`src/rtl/core/dbp_pkg.sv`:
```
// Package for the div/mod bounds propagator: widths, item types and register codes.
// Used by every module of the block; depends on nothing.
`timescale 1ns / 1ps
`default_nettype none
package dbp_pkg;

    // Width of every bound value.
    localparam int VW = 32;
    // Width of the double-width products and sums.
    localparam int DW = 2 * VW;
    // Width of the divisor register.
    localparam int CW = 31;
    // One quotient bit per divider stage.
    localparam int NSTG = VW;
    // APB address width and the divisor register address.
    localparam int AW = 3;
    localparam logic [AW-1:0] ADDR_DIVISOR = 3'd0;
    localparam logic [CW-1:0] DIVISOR_RESET = 31'd1;
    // Queue depth between front and back.
    localparam int QD = 4;
    localparam int QAW = $clog2(QD);

    typedef struct packed {
        logic signed [VW-1:0] x_lower;
        logic signed [VW-1:0] x_upper;
        logic signed [VW-1:0] q_lower;
        logic signed [VW-1:0] q_upper;
        logic signed [VW-1:0] r_lower;
        logic signed [VW-1:0] r_upper;
    } t_in_item;

    typedef struct packed {
        logic                 fail;
        logic signed [VW-1:0] new_x_lower;
        logic signed [VW-1:0] new_x_upper;
        logic signed [VW-1:0] new_q_lower;
        logic signed [VW-1:0] new_q_upper;
        logic signed [VW-1:0] new_r_lower;
        logic signed [VW-1:0] new_r_upper;
    } t_out_item;

    // Classified item passed from front to back; r is already clamped.
    typedef struct packed {
        logic                 fail;
        logic signed [VW-1:0] xl;
        logic signed [VW-1:0] xh;
        logic signed [VW-1:0] qlo;
        logic signed [VW-1:0] qhi;
        logic signed [VW-1:0] rlo;
        logic signed [VW-1:0] rhi;
    } t_work;

    // Partial state of the two divisions in flight.
    typedef struct packed {
        logic [VW-1:0] rem_lo;
        logic [VW-1:0] rem_hi;
        logic [VW-1:0] dq_lo;
        logic [VW-1:0] dq_hi;
    } t_div;

endpackage
`default_nettype wire

```
`src/rtl/core/dbp_front.sv`:
```
// Front part: input register that accepts items and flags early failures.
// Depends on dbp_pkg.
`timescale 1ns / 1ps
`default_nettype none
module dbp_front import dbp_pkg::*; (
    input  wire logic          i_clk,
    input  wire logic          i_rst_n,
    input  wire logic [CW-1:0] i_divisor,
    input  wire logic          i_valid,
    output logic               o_stall,
    input  wire t_in_item      i_data,
    output logic               o_push,
    output t_work              o_work,
    input  wire logic          i_full
);

    logic  r_vld, n_vld;
    t_work r_work, n_work;
    logic  load;
    logic signed [VW-1:0] cm1;

    // Stall only when the held item cannot move into the queue.
    assign o_stall = r_vld & i_full;
    assign o_push  = r_vld & ~i_full;
    assign load    = i_valid & ~o_stall;
    assign o_work  = r_work;
    assign n_vld   = load | (r_vld & ~o_push);

    // Clamp r to [0, c-1] and flag divisor, r and x failures.
    always_comb begin
        cm1 = $signed({1'b0, i_divisor}) - 1;
        n_work.xl  = i_data.x_lower;
        n_work.xh  = i_data.x_upper;
        n_work.qlo = i_data.q_lower;
        n_work.qhi = i_data.q_upper;
        n_work.rlo = (i_data.r_lower < 0) ? '0 : i_data.r_lower;
        n_work.rhi = (i_data.r_upper < cm1) ? i_data.r_upper : cm1;
        n_work.fail = (i_divisor == '0) | (n_work.rlo > n_work.rhi) |
                      (i_data.x_lower < 0) | (i_data.x_upper < i_data.x_lower);
    end

    always_ff @(posedge i_clk) begin
        if (!i_rst_n) begin
            r_vld <= 1'b0;
        end else begin
            r_vld <= n_vld;
        end
    end

    always_ff @(posedge i_clk) begin
        if (load) begin
            r_work <= n_work;
        end
    end

endmodule
`default_nettype wire

```
`config.mk`:
```
export PLATFORM = sky130hd
export DESIGN_NAME = dbp_front
export DESIGN_NICKNAME = d
export VERILOG_FILES = /design/src/rtl/core/dbp_pkg.sv /design/src/rtl/core/dbp_front.sv
export SDC_FILE = /design/constraint.sdc
export NUM_CORES = 1
export LEC_CHECK = 0
export BUFFER_PORTS_ARGS = -buffer_cell sky130_fd_sc_hd__buf_2
export CAP_MARGIN = 5
export CORE_MARGIN = 2
export CORE_UTILIZATION = 38
export CTS_BUF_LIST = sky130_fd_sc_hd__clkbuf_8
export CTS_CLUSTER_SIZE = 20
export DETAILED_ROUTE_END_ITERATION = 12
export PLACE_DENSITY = 0.71
export SYNTH_ARGS = -nofsm -noshare
export SYNTH_HDL_FRONTEND = slang
export SYNTH_SLANG_ARGS = --single-unit
```
`constraint.sdc`:
```
create_clock -name i_clk -period 30 [get_ports i_clk]
set_input_delay 6 -clock i_clk [delete_from_list [all_inputs] [get_ports i_clk]]
set_output_delay 6 -clock i_clk [all_outputs]
set_load 0.05 [all_outputs]
```
==> out/metrics.yaml <==
postSynthAreaPerCell_um2: 13.9
area_growth_pct: 28.8
fin_skew_ps: 29.4
criticalPathCategory: "in2reg"
ys_seq_area_frac: 0.586
numCtsBuffers: 17
portBuffers: 420
maxCapViolations: 0
synth_common_cells: "edfxtp_1 (192), ha_1 (94), inv_1 (68), nor2b_1 (35)"
crit_family: "simple AND/OR/NAND/NOR gates"
core_area_mm2: 0.0253
clkSinkCount: 193
busiest_layer: "met2"
hp-class: "reg2reg"
finalSetupTns_ps: 0
setup.worst_path.start_class: "primary input"
grt_max_degree: 69
globalRouteMet2Util: 0.380
die_x_um: 165
crit_arrival_ps: 12940
relSlewSlack: 0.439
synthArstFlopShare: 0
drtAntennaViolNets: 0
powerDensity_mw_per_mm2: 52.7
fin_hold_ws_ps: 698
syn_inst: 710
maxSlewViolCount: 0
drive_gt1_frac: 0.433
path_max_fanout: 39
routed_via_density: 4.90
fin_nets: 1460
grt_use_met1: 0.224
cts_resized: 0
synth_nets: 1031
cts_setup_buffers: 0
yosysWarningCount: 0
firstDrtPassIters: 7
dr_total_vias: 7290
h-tree-depth: 4
yosysTopAreaCellShare: 0.584
cts_hold_buffers: 0
grt_pass1_wl_um: 41400
cp.buffers_inverters: 4
use_met3: 0.0682
finalCritPeriodShare: 0.424
crit_path_frequent_cell: "ha_1"
detail_route.wl_per_cell_um: 19.8
yosysMostFrequentCell: "edfxtp_1"
dp_hpwl_um: 23900
crit_path_end_kind: "flop"
cp_slowest_stage_delay_ps: 610
place.gp.congestion: 0.840
fp.dieH_um: 165
ir_drop_uv: 29.9
initial_utilization: 0.390
tightest_slew_ps: 841
antenna_found_initial: 8
num_rows: 58
overflow: 0
cts_tree: "yes"
synth_edf_count: 192
cts-root-buf: "clkbuf_8"
clockBufferDepth: 2
grt_usage: 0.207
hold_viol_final: 0
synth_area_leaders: "edfxtp_1 (58%), ha_1 (12%), mux2_4 (4.7%), mux2i_1 (3.1%), inv_1 (2.6%)"
io_pins: 422
slowest_stage: "buf_4"
syn_area_mm2: 0.00987
drc: 0
finalCriticalPeriod_ps: 12720
setup_viol: 0
clk_pin_slew_worst_paths_ps: 110
rsz0062_at_grt: "no"
grt_pass1_vias: 7187
ys.flop_type: "edfxtp_1"
dieArea_mm2: 0.0273
ys_ff_latch: 193
wirelength_um: 29400
drt_iter0_drc: 395
clock_latency_ps: 480
max_freq_ghz: 0.0786
p_leak_nw: 5.96
synth_cell_types: 56
yosysTopAreaCell: "edfxtp_1"
cp_data_required_time_ps: 30210
status: "finished clean"
==> where the power goes <==
part / internal, mW / switching [mW]
Sequential: 0.318 / 0.00452
Clock: 0.0649 / 0.115
Combinational: 0.0525 / 0.116
==> worst paths after layout <==
| kind | depth (start not counted) | start | slack, ps | end |
|---|---|---|---|---|
| worst max-delay path | 27 | i_divisor[0] | 17280 | o_work[192] |
| worst min-delay path | 2 | r_vld | 700 | r_vld |
| worst max register to register | 4 | r_vld | 27710 | o_work[172] |
| worst min register to register | 2 | r_vld | 700 | r_vld |
==> layer usage <==
| metal | share of wire | wire (µm) |
|---|---|---|
| met3 | 0.085 | 2500 |
| met1 | 0.37 | 10800 |
| met4 | 0.024 | 705 |
| met2 | 0.52 | 15300 |
| met5 | 0.0017 | 49 |
==> layout by cell type (no fill, tap or decap), drive strengths merged, types with 2 or more instances in the layout <==
cell     instances
a21oi           31
or4              6
a2111oi          3
o21ai           15
nand2b           5
or3              5
clkbuf          17
xnor2            9
nand3b           3
buf            425
nor2b           35
a21o            15
nand3           11
mux2i           31
clkinv           7
mux2            32
or2              5
xor2            20
o21bai           2
nand2           26
and4             2
ha              94
nor3            14
nor4             8
inv             76
edfxtp         192
a31oi            2
o21a             5
nand4           12
a211oi           4
nor4b            2
o211ai           2
nor2            23
diode            5
==> worst min-delay path, cell delays in order, from the launching register on <==
cell	delay, ps
dfxtp_1	340
and2_1	210
o21a_1	130
==> cells by family after synthesis <==
| kind of cell | synth area share |
|---|---|
| compound gates | 0.0560 |
| flops | 0.586 |
| fa+ha+maj | 0.119 |
| mux | 0.0798 |
| other cells | 0.000380 |
| xor+xnor | 0.0257 |
| buf+inv | 0.0411 |
| simple gates | 0.0914 |
==> cell type report <==
cell class / count / area (µm²)
well taps: 330 / 413
clock inverters: 15 / 189
flip-flops and latches: 193 / 5790
multi-input cells: 434 / 3680
fillers: 2288 / 12600
repair buffers: 425 / 2140
inverters: 68 / 255
diodes: 5 / 12.5
clock buffers: 17 / 234
==> through the flow <==
stage | power, mW | cell area (µm²) | util | cells | setup slack [ps]
2_1_floorplan | 0.453 | 9870 | - | 710 | 14450
3_3_place_gp | 0.495 | 12300 | 0.485 | 1450 | 17040
3_5_place_dp | 0.498 | 12300 | 0.485 | 1450 | 16820
4_1_cts | 0.677 | 12700 | 0.501 | 1482 | 17310
5_1_grt | 0.699 | 12700 | 0.502 | 1485 | 16830
6_report | 0.670 | 12700 | 0.502 | 1487 | 17280
==> flip-flops by register name, summed over array words and instances, names as in the netlist <==
signal / count
r_vld: 1
o_work: 192
No activity file was read; power rests on OpenSTA's default activity.
