<file path="config.mk">
export PLATFORM = sky130hd
export DESIGN_NAME = dbp_queue
export DESIGN_NICKNAME = d
export VERILOG_FILES = /design/src/rtl/core/dbp_pkg.sv /design/src/rtl/core/dbp_queue.sv
export SDC_FILE = /design/constraint.sdc
export NUM_CORES = 1
export LEC_CHECK = 0
export ABC_AREA = 0
export BUFFER_PORTS_ARGS = -buffer_cell sky130_fd_sc_hd__buf_2
export CORE_MARGIN = 2
export CORE_UTILIZATION = 51
export DETAILED_ROUTE_END_ITERATION = 16
export PLACE_DENSITY = 0.8
export SLEW_MARGIN = 10
export SYNTH_ARGS = -nofsm -noshare
export SYNTH_HDL_FRONTEND = slang
export SYNTH_SLANG_ARGS = --single-unit
</file>
<file path="constraint.sdc">
create_clock -name i_clk -period 5.4 [get_ports i_clk]
set_clock_uncertainty 0.05 [all_clocks]
set_input_delay 0.81 -clock i_clk [delete_from_list [all_inputs] [get_ports i_clk]]
set_output_delay 0.81 -clock i_clk [all_outputs]
set_load 0.01 [all_outputs]
</file>
<file path="src/rtl/core/dbp_pkg.sv">
// Package for the div/mod bounds propagator: widths, item types and register codes.
// Used by every module of the block; depends on nothing.
`timescale 1ns / 1ps
`default_nettype none
package dbp_pkg;

    // Width of every bound value.
    localparam int VW = 32;
    // Width of the double-width products and sums.
    localparam int DW = 2 * VW;
    // Width of the divisor register.
    localparam int CW = 31;
    // One quotient bit per divider stage.
    localparam int NSTG = VW;
    // APB address width and the divisor register address.
    localparam int AW = 3;
    localparam logic [AW-1:0] ADDR_DIVISOR = 3'd0;
    localparam logic [CW-1:0] DIVISOR_RESET = 31'd1;
    // Queue depth between front and back.
    localparam int QD = 4;
    localparam int QAW = $clog2(QD);

    typedef struct packed {
        logic signed [VW-1:0] x_lower;
        logic signed [VW-1:0] x_upper;
        logic signed [VW-1:0] q_lower;
        logic signed [VW-1:0] q_upper;
        logic signed [VW-1:0] r_lower;
        logic signed [VW-1:0] r_upper;
    } t_in_item;

    typedef struct packed {
        logic                 fail;
        logic signed [VW-1:0] new_x_lower;
        logic signed [VW-1:0] new_x_upper;
        logic signed [VW-1:0] new_q_lower;
        logic signed [VW-1:0] new_q_upper;
        logic signed [VW-1:0] new_r_lower;
        logic signed [VW-1:0] new_r_upper;
    } t_out_item;

    // Classified item passed from front to back; r is already clamped.
    typedef struct packed {
        logic                 fail;
        logic signed [VW-1:0] xl;
        logic signed [VW-1:0] xh;
        logic signed [VW-1:0] qlo;
        logic signed [VW-1:0] qhi;
        logic signed [VW-1:0] rlo;
        logic signed [VW-1:0] rhi;
    } t_work;

    // Partial state of the two divisions in flight.
    typedef struct packed {
        logic [VW-1:0] rem_lo;
        logic [VW-1:0] rem_hi;
        logic [VW-1:0] dq_lo;
        logic [VW-1:0] dq_hi;
    } t_div;

endpackage
`default_nettype wire

</file>
<file path="src/rtl/core/dbp_queue.sv">
// Short queue that decouples the front from the back pipeline.
// Depends on dbp_pkg.
`timescale 1ns / 1ps
`default_nettype none
module dbp_queue import dbp_pkg::*; (
    input  wire logic  i_clk,
    input  wire logic  i_rst_n,
    input  wire logic  i_push,
    input  wire t_work i_work,
    output logic       o_full,
    input  wire logic  i_pop,
    output logic       o_nonempty,
    output t_work      o_work
);

    t_work          mem [QD];
    logic [QAW-1:0] r_wp, r_rp;
    logic [QAW:0]   r_cnt;

    assign o_full     = (r_cnt == (QAW+1)'(QD));
    assign o_nonempty = (r_cnt != '0);
    assign o_work     = mem[r_rp];

    // Pointers and fill count.
    always_ff @(posedge i_clk) begin
        if (!i_rst_n) begin
            r_wp  <= '0;
            r_rp  <= '0;
            r_cnt <= '0;
        end else begin
            if (i_push) begin
                r_wp <= r_wp + 1'b1;
            end
            if (i_pop) begin
                r_rp <= r_rp + 1'b1;
            end
            r_cnt <= r_cnt + (QAW+1)'(i_push) - (QAW+1)'(i_pop);
        end
    end

    // Entry storage.
    always_ff @(posedge i_clk) begin
        if (i_push) begin
            mem[r_wp] <= i_work;
        end
    end

endmodule
`default_nettype wire

</file>
==> run summary, run 1 <==
Power Density = 400 nW/um^2
Synthesis-to-finish area growth = 18.6%
Cells after Synth = 1051
Initial Utilization = 51.7%
Min Tclk post-route = 3.61 ns
Worst skew pair latency = 0.59 ns
Worst-Margin Slew = 1.09 ns
RD Place Congestion = 0.729
Post-DRT Antenna Nets = 0
Setup CP Type = flop to output pin
Cell variety after synth = 23
Vias in the first global route = 13.5k
GR Util All Layers = 19.4%
Core area = 55200 sq um
Largest net degree at the start of global routing = 98
Bufs on Longest Clock Path = 3
Worst reg2reg path startpoint = r_wp[0]$_SDFFE_PN0P_
Peak Freq = 277 MHz
Synth Register Bits = 781
Gr ovfl total = 0
WL/cell = 24.2 microns
Die width = 241 microns
Crit path max fanout = 35
Net Sw Frac = 21.7%
Pre-antenna DRT Iters = 5
FF/Latch Area = 23400 sq um
Status = completed
Clk slew on worst S/H paths = 0.06 ns
Sequential element share of the synthesized area = 81.9%
Residual DRC count = 0
CTS Sinks = 781
Share of post-route cells with drive strength above 1 = 43.7%
Maximum VDD drop = 430 uV
First-pass GRT wire length = 82800 microns
Area of the multi-input gates = 4750 sq um
Synthesis Warnings = 0
Vias = 12.9k
Post-CTS sizing = 0
Clk root buf = clkbuf_16
Dpl hpwl = 32900 microns
Critical Path End Type = output pin
Cts hold-fix bufs = 0
Finished Core Util = 61.3%
Hold Vio Cnt, Final = 0
Max-Cap Viols = 0
LEAKAGE = 11.4 nW
# Post-CTS Setup Buffers = 0
Max-slew headroom = 27.1%
Max-slew violation count = 0
Hold WC Path Type = input port to flop
Mapped Avg Cell Area = 27.1 sq um
Hold wc startpoint = i_work[115]
# IOs = 392
Initial antenna violation count = 20
Fill count = 3678
Vias/cell = 5.55
Combinational share of power = 9.1%
Psw = 2.94 mW
FP Rows = 86
IO buf count = 391
Die Y = 241 microns
CP Launch Type = flop
Setup Viol. Count Final = 0
Clk pwr share = 38.8%
Die ar. = 57800 sq um
1st-iter DRT viols = 901
Final TNS setup = 0 ns
Worst Path Required = 4.54 ns
CTS tree = yes
Syn Nets = 1255
Int Pwr = 10.6 mW
Worst Path Arrival = 2.75 ns
Number of H-tree levels = 3
Cts bufs inserted = 76
Net count, final = 1699
Unrepaired setup endpoints after global routing = false
Mapped cell area = 28500 sq um
Sequential Power Share = 52.1%
Hold_ws = 0.362 ns
Final Cycle Share = 66.9%
DRT Wirelength = 56000 microns
-- through the flow --
stage               total power [mW]  setup slack [ns]  instance area [sq um]  instances
floorplan                       7.91              1.73                  28500       1051
global placement                8.37              2.33                  31300       2165
detailed placement              8.42              2.32                  31300       2165
CTS                             13.7              1.66                  33800       2305
global route                    14.0              1.58                  33800       2314
finish                          13.5              1.79                  33800       2316
-- kinds of logic after synthesis --
kind of cell | count (synthesis) | synth area share, %
AO/OA/AOI/OAI | 2 | 0.0526
XOR/XNOR | 3 | 0.145
adder cells (fa/ha/maj) | 7 | 0.333
buffers and inverters | 50 | 1.49
flip-flops | 781 | 81.9
multiplexers | 194 | 15.8
AND/OR/NAND/NOR | 14 | 0.268
-- registers in the layout, indices dropped and copies added (netlist names), named ones only --
| register | count |
|---|---|
| r_rp | 2 |
| r_wp | 2 |
| mem | 772 |
| r_cnt | 3 |
-- cell type report --
class                   count  share of cell area [%]
inverters                   7                  0.0777
clock buffers              92                    5.86
multi-input cells         220                    14.0
repair buffers            409                    6.59
well taps                 748                    2.77
flip-flops and latches    781                    69.1
diodes                     11                  0.0814
clock inverters            48                    1.49
-- layout by cell type (no fill, tap or decap), drive strengths merged --
cell type / instances
a21bo: 1
a21oi: 1
and2: 6
and3: 1
buf: 409
bufinv: 9
clkbuf: 92
clkinv: 26
clkinvlp: 5
dfxtp: 9
diode: 11
edfxtp: 772
fa: 1
ha: 6
inv: 15
mux2i: 1
mux4: 193
nand3b: 1
nor2: 5
or3: 1
xnor2: 2
xor3: 1
-- final timing paths --
path	end	slack [ns]	depth (start not counted)
max reg2reg	mem[0][103]$_DFFE_PP_	3.06	4
min	mem[2][115]$_DFFE_PP_	0.36	1
min reg2reg	flop	0.50	2
max	o_work[163]	1.79	3
-- power by group through the flow --
stage / clock [mW] / sequential, mW / combinational [mW]
after floorplan: 0 / 7.16 / 0.747
after global placement: 0 / 7.16 / 1.21
after detailed placement: 0 / 7.18 / 1.24
after CTS: 5.38 / 7.06 / 1.25
after global routing: 5.59 / 7.07 / 1.32
final: 5.25 / 7.05 / 1.23
-- per-layer routing --
| metal | wire, microns | track usage, % | vias up |
|---|---|---|---|
| met2 | 28700 | 31.5 | 502 |
| li1 | - | - | 5514 |
| met3 | 4790 | 6.31 | 112 |
| met5 | 110 | 0 | - |
| met1 | 21000 | 24.4 | 6708 |
| met4 | 1430 | 7.85 | 18 |
-- synthesized netlist by cell type (all sizes together) --
cell	count	share of area (%)
a21bo	1	0.035
a21oi	1	0.018
and2	6	0.13
and3	1	0.022
buf	42	1.4
clkbuf	1	0.013
dfxtp	9	0.63
edfxtp	772	81
fa	1	0.070
ha	6	0.26
inv	7	0.092
mux2i	1	0.035
mux4	193	16
nand3b	1	0.026
nor2	5	0.066
or3	1	0.022
xnor2	2	0.061
xor3	1	0.083
-- critical path, cell delays in order, from the launching register on --
cell     delay (ns)
dfxtp_4        0.83
buf_4          0.44
mux4_1         0.67
buf_2          0.18
No activity file was read; power rests on OpenSTA's default activity.
==> run 2: changes to the inputs <==
==> constraint.sdc (replaced) <==
create_clock -name i_clk -period 3.25 [get_ports i_clk]
set_clock_uncertainty 0.05 [all_clocks]
set_input_delay 0.4875 -clock i_clk [delete_from_list [all_inputs] [get_ports i_clk]]
set_output_delay 0.4875 -clock i_clk [all_outputs]
set_load 0.01 [all_outputs]
==> run 2 against run 1 <==
  * Die area stayed put
  * Combinational power is 82% higher
  * Via count is 4.5% higher
  * Clock-buffer cell count is 3 higher
  * Clock power is 67% higher
  * Worst setup slack worse by 1.5 ns
  * Hold slack worse by 0.33 ns
  * Critical path type unchanged
  * Sequential share of layout area is 2.6 points lower
  * Routed wire length is 6.9% higher
  * First-iteration DRC count is 18% higher
  * Register-to-register slack worse by 1.8 ns
  * Critical path depth is 1 higher
==> run summary, run 2 (same netlist as run 1, synthesis figures left out) <==
Status = completed
WL/cell = 24.5 microns
Met1 Track Usage GR = 25.0%
Slowest CP cell = mux4_1
Peak Freq = 336 MHz
Psw = 5.10 mW
Vias = 13.4k
GR Util All Layers = 20.8%
Post-CTS sizing = 0
Combinational share of power = 9.9%
Worst path cell trace = buf_12, buf_12, mux4_1, buf_2
Synthesis-to-finish area growth = 23.2%
1st-iter DRT viols = 1062
# IOs = 392
Final Cycle Share = 91.5%
Hold WC Path Type = input port to flop
Sequential Power Share = 51.6%
Share of post-route cells with drive strength above 1 = 41.9%
Gr ovfl total = 0
Unrepaired setup endpoints after global routing = false
# Post-CTS Setup Buffers = 0
Finished Core Util = 63.6%
CTS Sinks = 781
Power Density = 646 nW/um^2
Pre-antenna DRT Iters = 5
Clk slew on worst S/H paths = 0.06 ns
Max-slew headroom = 50.4%
Buf/Inv on CP = 3
Residual DRC count = 0
Crit-path max cell delay = 0.61 ns
Fill count = 3515
Most frequent cells in the layout = edfxtp_1, buf_2, mux4_2
Clk root buf = clkbuf_16
LEAKAGE = 12.0 nW
Most Frequent Cell on Critical Path = buf_12
Dpl ws = 0.888 ns
Vias in the first global route = 14.6k
Critical Path End Type = output pin
Biggest register = mem
Max-slew violation count = 0
Largest net degree at the start of global routing = 74
Die Y = 241 microns
Vias/cell = 5.50
DRT Wirelength = 59900 microns
Setup CP Type = flop to output pin
GR peak layer = met2
Max-Cap Viols = 0
Worst skew pair latency = 0.62 ns
Met3 usage = 6.54%
CP Launch Type = flop
Initial Utilization = 51.7%
Final TNS setup = 0 ns
Net Sw Frac = 22.5%
Cts bufs inserted = 78
Crit path max fanout = 23
Dpl hpwl = 35900 microns
Clk pwr share = 38.5%
IO buf count = 391
Worst-Margin Slew = 0.744 ns
Commonest non-fill, non-tap cell in the layout = edfxtp_1
RD Place Congestion = 0.760
Die ar. = 57800 sq um
Met2 Use GR = 35.6%
CTS tree = yes
Die width = 241 microns
Post-DRT Antenna Nets = 0
Largest regs = mem x772, r_cnt x3
Bufs on Longest Clock Path = 3
Number of H-tree levels = 3
Initial antenna violation count = 14
Core area = 55200 sq um
Net count, final = 1827
Max reg flops = 772
Setup Viol. Count Final = 0
Maximum VDD drop = 550 uV
First-pass GRT wire length = 88000 microns
Int Pwr = 17.6 mW
FP Rows = 86
Worst Path Arrival = 2.44 ns
Min Tclk post-route = 2.98 ns
Family with the most delay on the worst path = buffers and inverters
Post-route setup slack = 0.275 ns
Worst Path Required = 2.71 ns
Cts hold-fix bufs = 93
Hold Vio Cnt, Final = 0
run 2: cell types whose count changed in the layout (fill, tap and decap cells not counted), sizes merged:
cell	change
diode	-3
bufinv	-3
clkinv	+4
dlygate4sd3	+93
clkbuf	+3
buf	+33
inv	-1
clkinvlp	-2
run 2: area by class of cell:
class | count | area (sq um) | area share, %
inverters | 7 | 26.3 | 0.0748
repair buffers | 535 | 3520 | 10.0
diodes | 8 | 20.0 | 0.0570
multi-input cells | 220 | 4750 | 13.5
flip-flops and latches | 781 | 23400 | 66.5
clock inverters | 46 | 494 | 1.41
well taps | 748 | 936 | 2.66
clock buffers | 95 | 2020 | 5.74
run 2: stage by stage:
stage	hold slack [ns]	std cells	instance area (sq um)	power, mW
4_1_cts	0.000120	2432	35100	22.9
5_1_grt	0.00397	2437	35100	23.5
3_3_place_gp	0.457	2198	31700	14.0
6_report	0.0361	2440	35100	22.7
3_5_place_dp	0.473	2198	31700	14.1
2_1_floorplan	0.449	1051	28500	13.1
run 2: worst paths after layout:
| path | cells after the start | slack [ns] | from | end |
|---|---|---|---|---|
| setup / recovery | 4 | 0.27 | flop | o_work[176] |
| hold / removal | 1 | 0.04 | i_work[139] | mem[0][139]$_DFFE_PP_ |
| setup reg to reg | 3 | 1.25 | r_wp[0]$_SDFFE_PN0P_ | mem[3][161]$_DFFE_PP_ |
| hold reg to reg | 2 | 0.49 | r_rp[0]$_SDFFE_PN0P_ | flop |
run 2: power by group through the flow:
stage | Clock [mW] | Sequential, mW | Combinational [mW]
2_1_floorplan | 0 | 11.9 | 1.24
3_3_place_gp | 0 | 11.9 | 2.10
3_5_place_dp | 0 | 11.9 | 2.14
4_1_cts | 8.90 | 11.7 | 2.26
5_1_grt | 9.32 | 11.7 | 2.39
6_report | 8.75 | 11.7 | 2.24
run 2: metal layers:
layer  wire length [microns]  part of all wire (%)  vias up
met5                     100                  0.17        -
met4                    1720                   2.9       14
met3                    4680                   7.8      125
met2                   31500                    53      528
met1                   21900                    37     7002
li1                        -                     -     5763
